## src/design/mrt_pkg.sv

```systemverilog
// ---------------------------------------------------------------------------
// mrt_pkg: shared types and constants of the memory region table
// Holds the table depth, the entry layout, the request codes and the
// controller state type.
// ---------------------------------------------------------------------------
package mrt_pkg;

  // Number of regions that the table can hold.
  localparam int MaxEntries = 16;
  // Counter width that can hold MaxEntries itself.
  localparam int CntW = $clog2(MaxEntries + 1);
  // Index width into the table.
  localparam int IdxW = (MaxEntries > 1) ? $clog2(MaxEntries) : 1;

  // Request codes.
  localparam logic OpInsert = 1'b0;
  localparam logic OpCheck  = 1'b1;

  // Memory map type code of an available region.
  localparam logic [31:0] TypeAvailable = 32'd1;

  // One stored region.
  typedef struct packed {
    logic [63:0] start;
    logic [63:0] length;
    logic        reserved;
  } mrt_entry_t;

  localparam int EntryW = $bits(mrt_entry_t);

  // Controller states.
  typedef enum logic [1:0] {
    S_IDLE,
    S_INS,
    S_SCAN,
    S_DONE
  } mrt_state_e;

endpackage

```

## src/design/mrt_ram.sv

```systemverilog
// ---------------------------------------------------------------------------
// mrt_ram: generic single-port-write, single-port-read RAM
// One write and one registered read per cycle; contents are not reset.
// ---------------------------------------------------------------------------
module mrt_ram #(
  parameter int  WIDTH = 8,
  parameter int  DEPTH = 16,
  localparam int AddrW = (DEPTH > 1) ? $clog2(DEPTH) : 1
) (
  input  logic             clk_i,
  input  logic             we_i,
  input  logic [AddrW-1:0] waddr_i,
  input  logic [WIDTH-1:0] wdata_i,
  input  logic             re_i,
  input  logic [AddrW-1:0] raddr_i,
  output logic [WIDTH-1:0] rdata_o
);

  logic [WIDTH-1:0] mem_q [DEPTH];

  // Write port.
  always_ff @(posedge clk_i) begin
    if (we_i) begin
      mem_q[waddr_i] <= wdata_i;
    end
  end

  // Registered read port.
  always_ff @(posedge clk_i) begin
    if (re_i) begin
      rdata_o <= mem_q[raddr_i];
    end
  end

endmodule

```

## src/design/mrt_overlap.sv

```systemverilog
// ---------------------------------------------------------------------------
// mrt_overlap: reserved-range overlap test for one stored entry
// Half-open ranges; ends are taken in 65 bits so a wrapping range
// extends to the top of the address space.
// ---------------------------------------------------------------------------
module mrt_overlap (
  input  logic [63:0]              addr_i,
  input  logic [63:0]              len_i,
  input  mrt_pkg::mrt_entry_t      entry_i,
  output logic                     hit_o
);
  import mrt_pkg::*;

  logic [64:0] check_end;
  logic [64:0] entry_end;
  logic        addr_below;
  logic        entry_below;

  // Both ends in 65 bits.
  assign check_end = {1'b0, addr_i} + {1'b0, len_i};
  assign entry_end = {1'b0, entry_i.start} + {1'b0, entry_i.length};

  // Each start must lie below the other range's end.
  assign addr_below  = {1'b0, addr_i} < entry_end;
  assign entry_below = {1'b0, entry_i.start} < check_end;

  assign hit_o = entry_i.reserved && addr_below && entry_below;

endmodule

```

## src/design/memory_region_table_overlap_top.sv

```systemverilog
// ---------------------------------------------------------------------------
// memory_region_table_overlap_top: memory region table with overlap check
// Stores physical memory regions and answers whether a range overlaps a
// reserved one, while tracking the highest end address and available bytes.
// ---------------------------------------------------------------------------
// Usage:
// A request on the in_* channel is either an insert (op 0) or a check
// (op 1). Every request yields exactly one response on the out_* channel.
// An insert writes the region into the entry memory at the fill count and
// updates the saturating maximum end address and, for an available region,
// the available byte total; an insert into a full table is dropped and
// reported through table_full_o. A check reads the stored entries one per
// cycle from the entry memory (registered read, reads pipelined) and stops
// at the first hit. One request is in flight at a time: the next request is
// taken the cycle after the response is loaded. The response sits in an
// output register; a finished response waits in the controller, with the
// input held off, while the receiver stalls and the register is still full.
// Reset clears the fill count, the totals and the output valid; entry memory
// contents need no clearing since only filled entries are read.
// ---------------------------------------------------------------------------
module memory_region_table_overlap_top (
  input  logic        clk_i,
  input  logic        rst_ni,
  input  logic        in_valid_i,
  output logic        in_ready_o,
  input  logic        op_i,
  input  logic [63:0] region_address_i,
  input  logic [63:0] region_length_i,
  input  logic [31:0] region_type_i,
  output logic        out_valid_o,
  input  logic        out_ready_i,
  output logic        overlaps_reserved_o,
  output logic [63:0] highest_end_address_o,
  output logic [63:0] available_bytes_o,
  output logic        table_full_o
);
  import mrt_pkg::*;

  mrt_state_e    state_q, state_d;

  // Latched request.
  logic          op_q;
  logic [63:0]   addr_q;
  logic [63:0]   len_q;
  logic [31:0]   type_q;

  // Table bookkeeping.
  logic [CntW-1:0] count_q;
  logic [63:0]     max_end_q;
  logic [63:0]     total_q;

  // Scan control.
  logic [CntW-1:0] issue_q;
  logic            cmp_vld_q;
  logic            hit_q;
  logic            full_q;

  // Output register.
  logic          out_valid_q;
  logic          res_hit_q;
  logic          res_full_q;
  logic [63:0]   res_max_q;
  logic [63:0]   res_total_q;

  logic          in_fire;
  logic          ram_we;
  logic          ram_re;
  logic          load_out;
  logic          entry_hit;
  logic          table_is_full;
  logic          scan_end;
  mrt_entry_t    wr_entry;
  mrt_entry_t    rd_entry;
  logic [EntryW-1:0] rd_data;

  // Insert arithmetic.
  logic [64:0]   end_sum;
  logic [63:0]   end_sat;
  logic [64:0]   total_sum;
  logic [63:0]   total_sat;

  assign in_fire       = in_valid_i && in_ready_o;
  assign table_is_full = count_q >= CntW'(MaxEntries);

  // Saturating end address and available total for an insert.
  assign end_sum   = {1'b0, addr_q} + {1'b0, len_q};
  assign end_sat   = end_sum[64] ? {64{1'b1}} : end_sum[63:0];
  assign total_sum = {1'b0, total_q} + {1'b0, len_q};
  assign total_sat = total_sum[64] ? {64{1'b1}} : total_sum[63:0];

  assign wr_entry.start    = addr_q;
  assign wr_entry.length   = len_q;
  assign wr_entry.reserved = type_q != TypeAvailable;

  // Entry memory.
  mrt_ram #(
    .WIDTH (EntryW),
    .DEPTH (MaxEntries)
  ) u_ram (
    .clk_i   (clk_i),
    .we_i    (ram_we),
    .waddr_i (count_q[IdxW-1:0]),
    .wdata_i (wr_entry),
    .re_i    (ram_re),
    .raddr_i (issue_q[IdxW-1:0]),
    .rdata_o (rd_data)
  );

  assign rd_entry = rd_data;

  // Overlap test on the entry just read.
  mrt_overlap u_overlap (
    .addr_i  (addr_q),
    .len_i   (len_q),
    .entry_i (rd_entry),
    .hit_o   (entry_hit)
  );

  // Scan ends on a hit or once every filled entry has been compared.
  assign scan_end = (cmp_vld_q && entry_hit) || (issue_q == count_q && !cmp_vld_q);

  // Next state.
  always_comb begin
    state_d = state_q;
    unique case (state_q)
      S_IDLE: begin
        if (in_fire) begin
          if (op_i == OpCheck) begin
            state_d = (count_q == '0) ? S_DONE : S_SCAN;
          end else begin
            state_d = S_INS;
          end
        end
      end
      S_INS:  state_d = S_DONE;
      S_SCAN: begin
        if (scan_end) begin
          state_d = S_DONE;
        end
      end
      S_DONE: begin
        if (load_out) begin
          state_d = S_IDLE;
        end
      end
      default: state_d = S_IDLE;
    endcase
  end

  // Controller outputs.
  always_comb begin
    in_ready_o = 1'b0;
    ram_we     = 1'b0;
    ram_re     = 1'b0;
    load_out   = 1'b0;
    unique case (state_q)
      S_IDLE: in_ready_o = 1'b1;
      S_INS:  ram_we     = !table_is_full;
      S_SCAN: ram_re     = (issue_q < count_q) && !hit_q;
      S_DONE: load_out   = !out_valid_q || out_ready_i;
      default: ;
    endcase
  end

  always_ff @(posedge clk_i or negedge rst_ni) begin
    if (!rst_ni) begin
      state_q <= S_IDLE;
    end else begin
      state_q <= state_d;
    end
  end

  // Request capture.
  always_ff @(posedge clk_i) begin
    if (in_fire) begin
      op_q   <= op_i;
      addr_q <= region_address_i;
      len_q  <= region_length_i;
      type_q <= region_type_i;
    end
  end

  // Table bookkeeping: fill count, maximum end and available total.
  always_ff @(posedge clk_i or negedge rst_ni) begin
    if (!rst_ni) begin
      count_q   <= '0;
      max_end_q <= '0;
      total_q   <= '0;
    end else if (ram_we) begin
      count_q <= count_q + CntW'(1);
      if (end_sat > max_end_q) begin
        max_end_q <= end_sat;
      end
      if (type_q == TypeAvailable) begin
        total_q <= total_sat;
      end
    end
  end

  // Scan pointer, compare pipeline and per-request flags.
  always_ff @(posedge clk_i or negedge rst_ni) begin
    if (!rst_ni) begin
      issue_q   <= '0;
      cmp_vld_q <= 1'b0;
      hit_q     <= 1'b0;
      full_q    <= 1'b0;
    end else begin
      cmp_vld_q <= ram_re;
      if (in_fire) begin
        issue_q <= '0;
        hit_q   <= 1'b0;
        full_q  <= 1'b0;
      end else begin
        if (ram_re) begin
          issue_q <= issue_q + CntW'(1);
        end
        if (cmp_vld_q && entry_hit && state_q == S_SCAN) begin
          hit_q <= 1'b1;
        end
        if (state_q == S_INS && op_q == OpInsert) begin
          full_q <= table_is_full;
        end
      end
    end
  end

  // Output register valid.
  always_ff @(posedge clk_i or negedge rst_ni) begin
    if (!rst_ni) begin
      out_valid_q <= 1'b0;
    end else if (load_out) begin
      out_valid_q <= 1'b1;
    end else if (out_ready_i) begin
      out_valid_q <= 1'b0;
    end
  end

  // Output register payload.
  always_ff @(posedge clk_i) begin
    if (load_out) begin
      res_hit_q   <= hit_q;
      res_full_q  <= full_q;
      res_max_q   <= max_end_q;
      res_total_q <= total_q;
    end
  end

  assign out_valid_o           = out_valid_q;
  assign overlaps_reserved_o   = res_hit_q;
  assign table_full_o          = res_full_q;
  assign highest_end_address_o = res_max_q;
  assign available_bytes_o     = res_total_q;

endmodule
```

## config.mk

```make
export PLATFORM = sky130hd
export DESIGN_NAME = memory_region_table_overlap_top
export DESIGN_NICKNAME = d
export VERILOG_FILES = /design/src/design/mrt_pkg.sv /design/src/design/mrt_ram.sv /design/src/design/mrt_overlap.sv /design/src/design/memory_region_table_overlap_top.sv
export SDC_FILE = /design/constraint.sdc
export NUM_CORES = 2
export LEC_CHECK = 0
export ABC_AREA = 1
export BUFFER_PORTS_ARGS = -buffer_cell sky130_fd_sc_hd__buf_2
export CAP_MARGIN = 25
export CORE_ASPECT_RATIO = 1.1
export CORE_MARGIN = 5
export CORE_UTILIZATION = 50
export CTS_CLUSTER_SIZE = 16
export DETAILED_ROUTE_END_ITERATION = 6
export GPL_TIMING_DRIVEN = 1
export PLACE_DENSITY = 0.64
export SYNTH_ARGS = -nofsm -noshare
export SYNTH_HDL_FRONTEND = slang
export SYNTH_SLANG_ARGS = --single-unit
```

## constraint.sdc

```tcl
create_clock -name clk_i -period 19.78 [get_ports clk_i]
set_clock_uncertainty 0.05 [all_clocks]
set_input_delay 4.945 -clock clk_i [delete_from_list [all_inputs] [get_ports clk_i]]
set_output_delay 4.945 -clock clk_i [all_outputs]
set_load 0.02 [all_outputs]
```

==> run summary <==
IO Count -> 297
Ys flop type -> edfxtp_1
CTS resizes -> 0
RD Place Congestion -> 0.989
DR vias/cell -> 6.07
Top-count cell post-synth -> edfxtp_1
CTS tree -> done
Worst-Skew Late Latency -> 0.95 ns
CP Data Arrival Time -> 1.91 ns
Initial Util -> 0.501
Fin. Hold Viols -> 0
Mapped cell area -> 0.115 sq mm
Critical Path RT -> 14.79 ns
RSZ-0062 raised after global routing -> no
Number of rows in the core area -> 185
Total track usage -> 0.288
Max-cap violations -> 0
Pwr/cell area -> 150 mW/mm^2
Hold_ws -> 0.406 ns
Simple-gate portion of the synthesized area -> 0.110
Critical Path End Type -> output port
CP Launch Type -> register
Worst-path clk slew -> 0.06 ns
Largest family of logic cells by synthesized area -> simple AND/OR/NAND/NOR gates
Setup violators final -> 0
Post-CTS Setup Bufs -> 0
Layout area overhead -> 12.1%
Post-DP Area -> 0.121 sq mm
Slew HR -> 0.207
Synth top area cells -> edfxtp_1, nor2_1, ha_1
Asr flop ratio synth -> 0.0548
Synth top area share -> 0.646
Antenna violation net count after detailed routing -> 0
Status -> finished, final reports clean
Final net count -> 10300
Critical Path Fanout Max -> 6
Min Clock Period, post-route -> 6.90 ns
CTS Buf Count -> 281
CTS H-Tree Depth -> 5
Final setup TNS -> 0 ns
Hpwl dp -> 222000 um
Peak VDD IR -> 0.123 mV
Post-synth top cells -> edfxtp_1, nor2_1, nand2_1
Mapped Cells -> 9413
P_leak -> 45.8 nW
Count of pins over their slew limit -> 0
Fin area -> 0.129 sq mm
Cts hold-fix bufs -> 0
Final Core Density -> 0.562
Average cell area after synthesis -> 12.3 sq um
Compound-cell area share of the yosys netlist -> 0.107
Share of cells above drive strength 1 -> 0.0933
Chip width -> 468 um
Die height -> 514 um
Worst-Margin Slew -> 1.19 ns
Vias in the first global route -> 76300
Post-synth EDFFs -> 2484
WS Path Type -> register to output port
Pre-Repair DR Iteration Count -> 6
Post-route DRC -> 0
Initial antenna violation count -> 25
Yosys cell types -> 66
DIE AREA -> 0.241 sq mm
XOR/XNOR Fraction of Synth Area -> 0.0129
WL/cell -> 27.1 um
Total number of vias -> 79200
Sequential-to-total area share from yosys stat -> 0.677
Remaining Overflow, GRT -> 0
Num Clock Sinks -> 2628
Final cycle utilization of the critical path -> 0.349
Fmax -> 145 MHz
First-pass GRT wire length -> 508000 um
Port bufs -> 296
Core box area -> 0.230 sq mm
Yosys warnings -> 0
Root buffer cell -> clkbuf_16
Mux cell area share after synthesis -> 0.0181
Net Count, Synth -> 9977
HP Class -> register to register
Yosys reg bits -> 2628
Synth area leader -> edfxtp_1
Clock Tree Buf Depth -> 4
Post-Route WL -> 354000 um
Largest net degree at the start of global routing -> 174
Post-synthesis adder-cell area fraction -> 0.0434
Drt initial violations -> 8962
critical path: stages, from the launching register on:
cell and delay, ns:
dfrtp_1 0.42, inv_1 0.10, ha_1 0.26, buf_2 0.20
kinds of logic after synthesis:
family                     Yosys count
xor gates and xnor gates           170
muxes                              209
AOI/OAI and AO/OA                 1926
buffers and inverters              932
adders and majority gates          399
DFF                               2628
and+or+nand+nor                   3149
report_power, final:
group | internal (mW) | switching, mW | total [mW]
Combinational | 2.04 | 4.67 | 6.71
Clock | 2.94 | 2.10 | 5.04
Sequential | 7.10 | 0.539 | 7.64
Total | 12.1 | 7.31 | 19.4
metal layers:
layer,part of all wire,track usage
met1,0.41,0.403
met2,0.46,0.456
met3,0.081,0.0438
met4,0.043,0.112
met5,0.00012,0
registers in the layout, indices dropped and copies added, names as in the netlist:
signal and count:
highest_end_address_o 64, full_q 1, available_bytes_o 64, len_q 64, op_q 1, out_valid_o 1
table_full_o 1, type_q 32, hit_q 1, issue_q 5, max_end_q 64, total_q 64
cmp_vld_q 1, u_ram.rdata_o 129, addr_q 64, state_q 2, overlaps_reserved_o 1, count_q 5
u_ram.mem_q 2064
path summary, 6_finish.rpt:
kind	from	end	slack, ns	cells after the start
setup / recovery	state_q[0]$_DFFE_PN0P_	in_ready_o	12.88	3
setup reg to reg	len_q[14]$_DFFE_PP_	max_end_q[59]$_DFFE_PN0P_	13.29	24
hold reg to reg	max_end_q[51]$_DFFE_PN0P_	highest_end_address_o[51]$_DFFE_PP_	0.41	0
max in group asynchronous	rst_ni	max_end_q[56]$_DFFE_PN0P_	14.01	2
hold / removal	max_end_q[51]$_DFFE_PN0P_	highest_end_address_o[51]$_DFFE_PP_	0.41	0
min in group asynchronous	rst_ni	total_q[53]$_DFFE_PN0P_	4.08	1
stage by stage:
step | power (mW) | instances | setup slack, ns
finish | 19.4 | 13000 | 12.88
floorplan | 12.0 | 9413 | 7.86
global placement | 14.2 | 12600 | 12.64
CTS | 19.4 | 13000 | 12.80
detailed placement | 14.3 | 12600 | 12.59
global route | 20.4 | 13000 | 12.76
placed cells by master (no fill, tap or decap), types with 16 or more instances in the layout:
cell	count
o32ai_1	307
nor3_1	48
o21a_1	29
xor2_1	85
clkbuf_16	285
o22ai_1	16
o21ai_1	41
buf_2	295
edfxtp_1	2484
dfrtp_1	141
o21ai_0	719
clkinv_1	53
nand4_1	41
mux2i_1	209
a21oi_1	330
o211ai_1	60
inv_1	495
o221ai_1	213
nand3_1	302
a21o_1	39
xnor2_1	85
nand2_1	1064
a31oi_1	79
bufinv_16	23
o21bai_1	23
nor2_1	1588
buf_4	177
nor2_4	19
clkinv_2	32
nor4_1	27
clkbuf_1	63
ha_1	396
cell type report:
cell class                      count  area (sq um)
Fill cell                       18700        101000
Sequential cell                  2628         78200
Multi-Input combinational cell   5853         33700
Clock buffer                      350          7400
Tap cell                         3085          3860
Timing Repair Buffer              482          3000
Inverter                          505          1930
Clock inverter                    127          1230
Antenna cell                        9          22.5
Power figures use the tool's default switching activity.
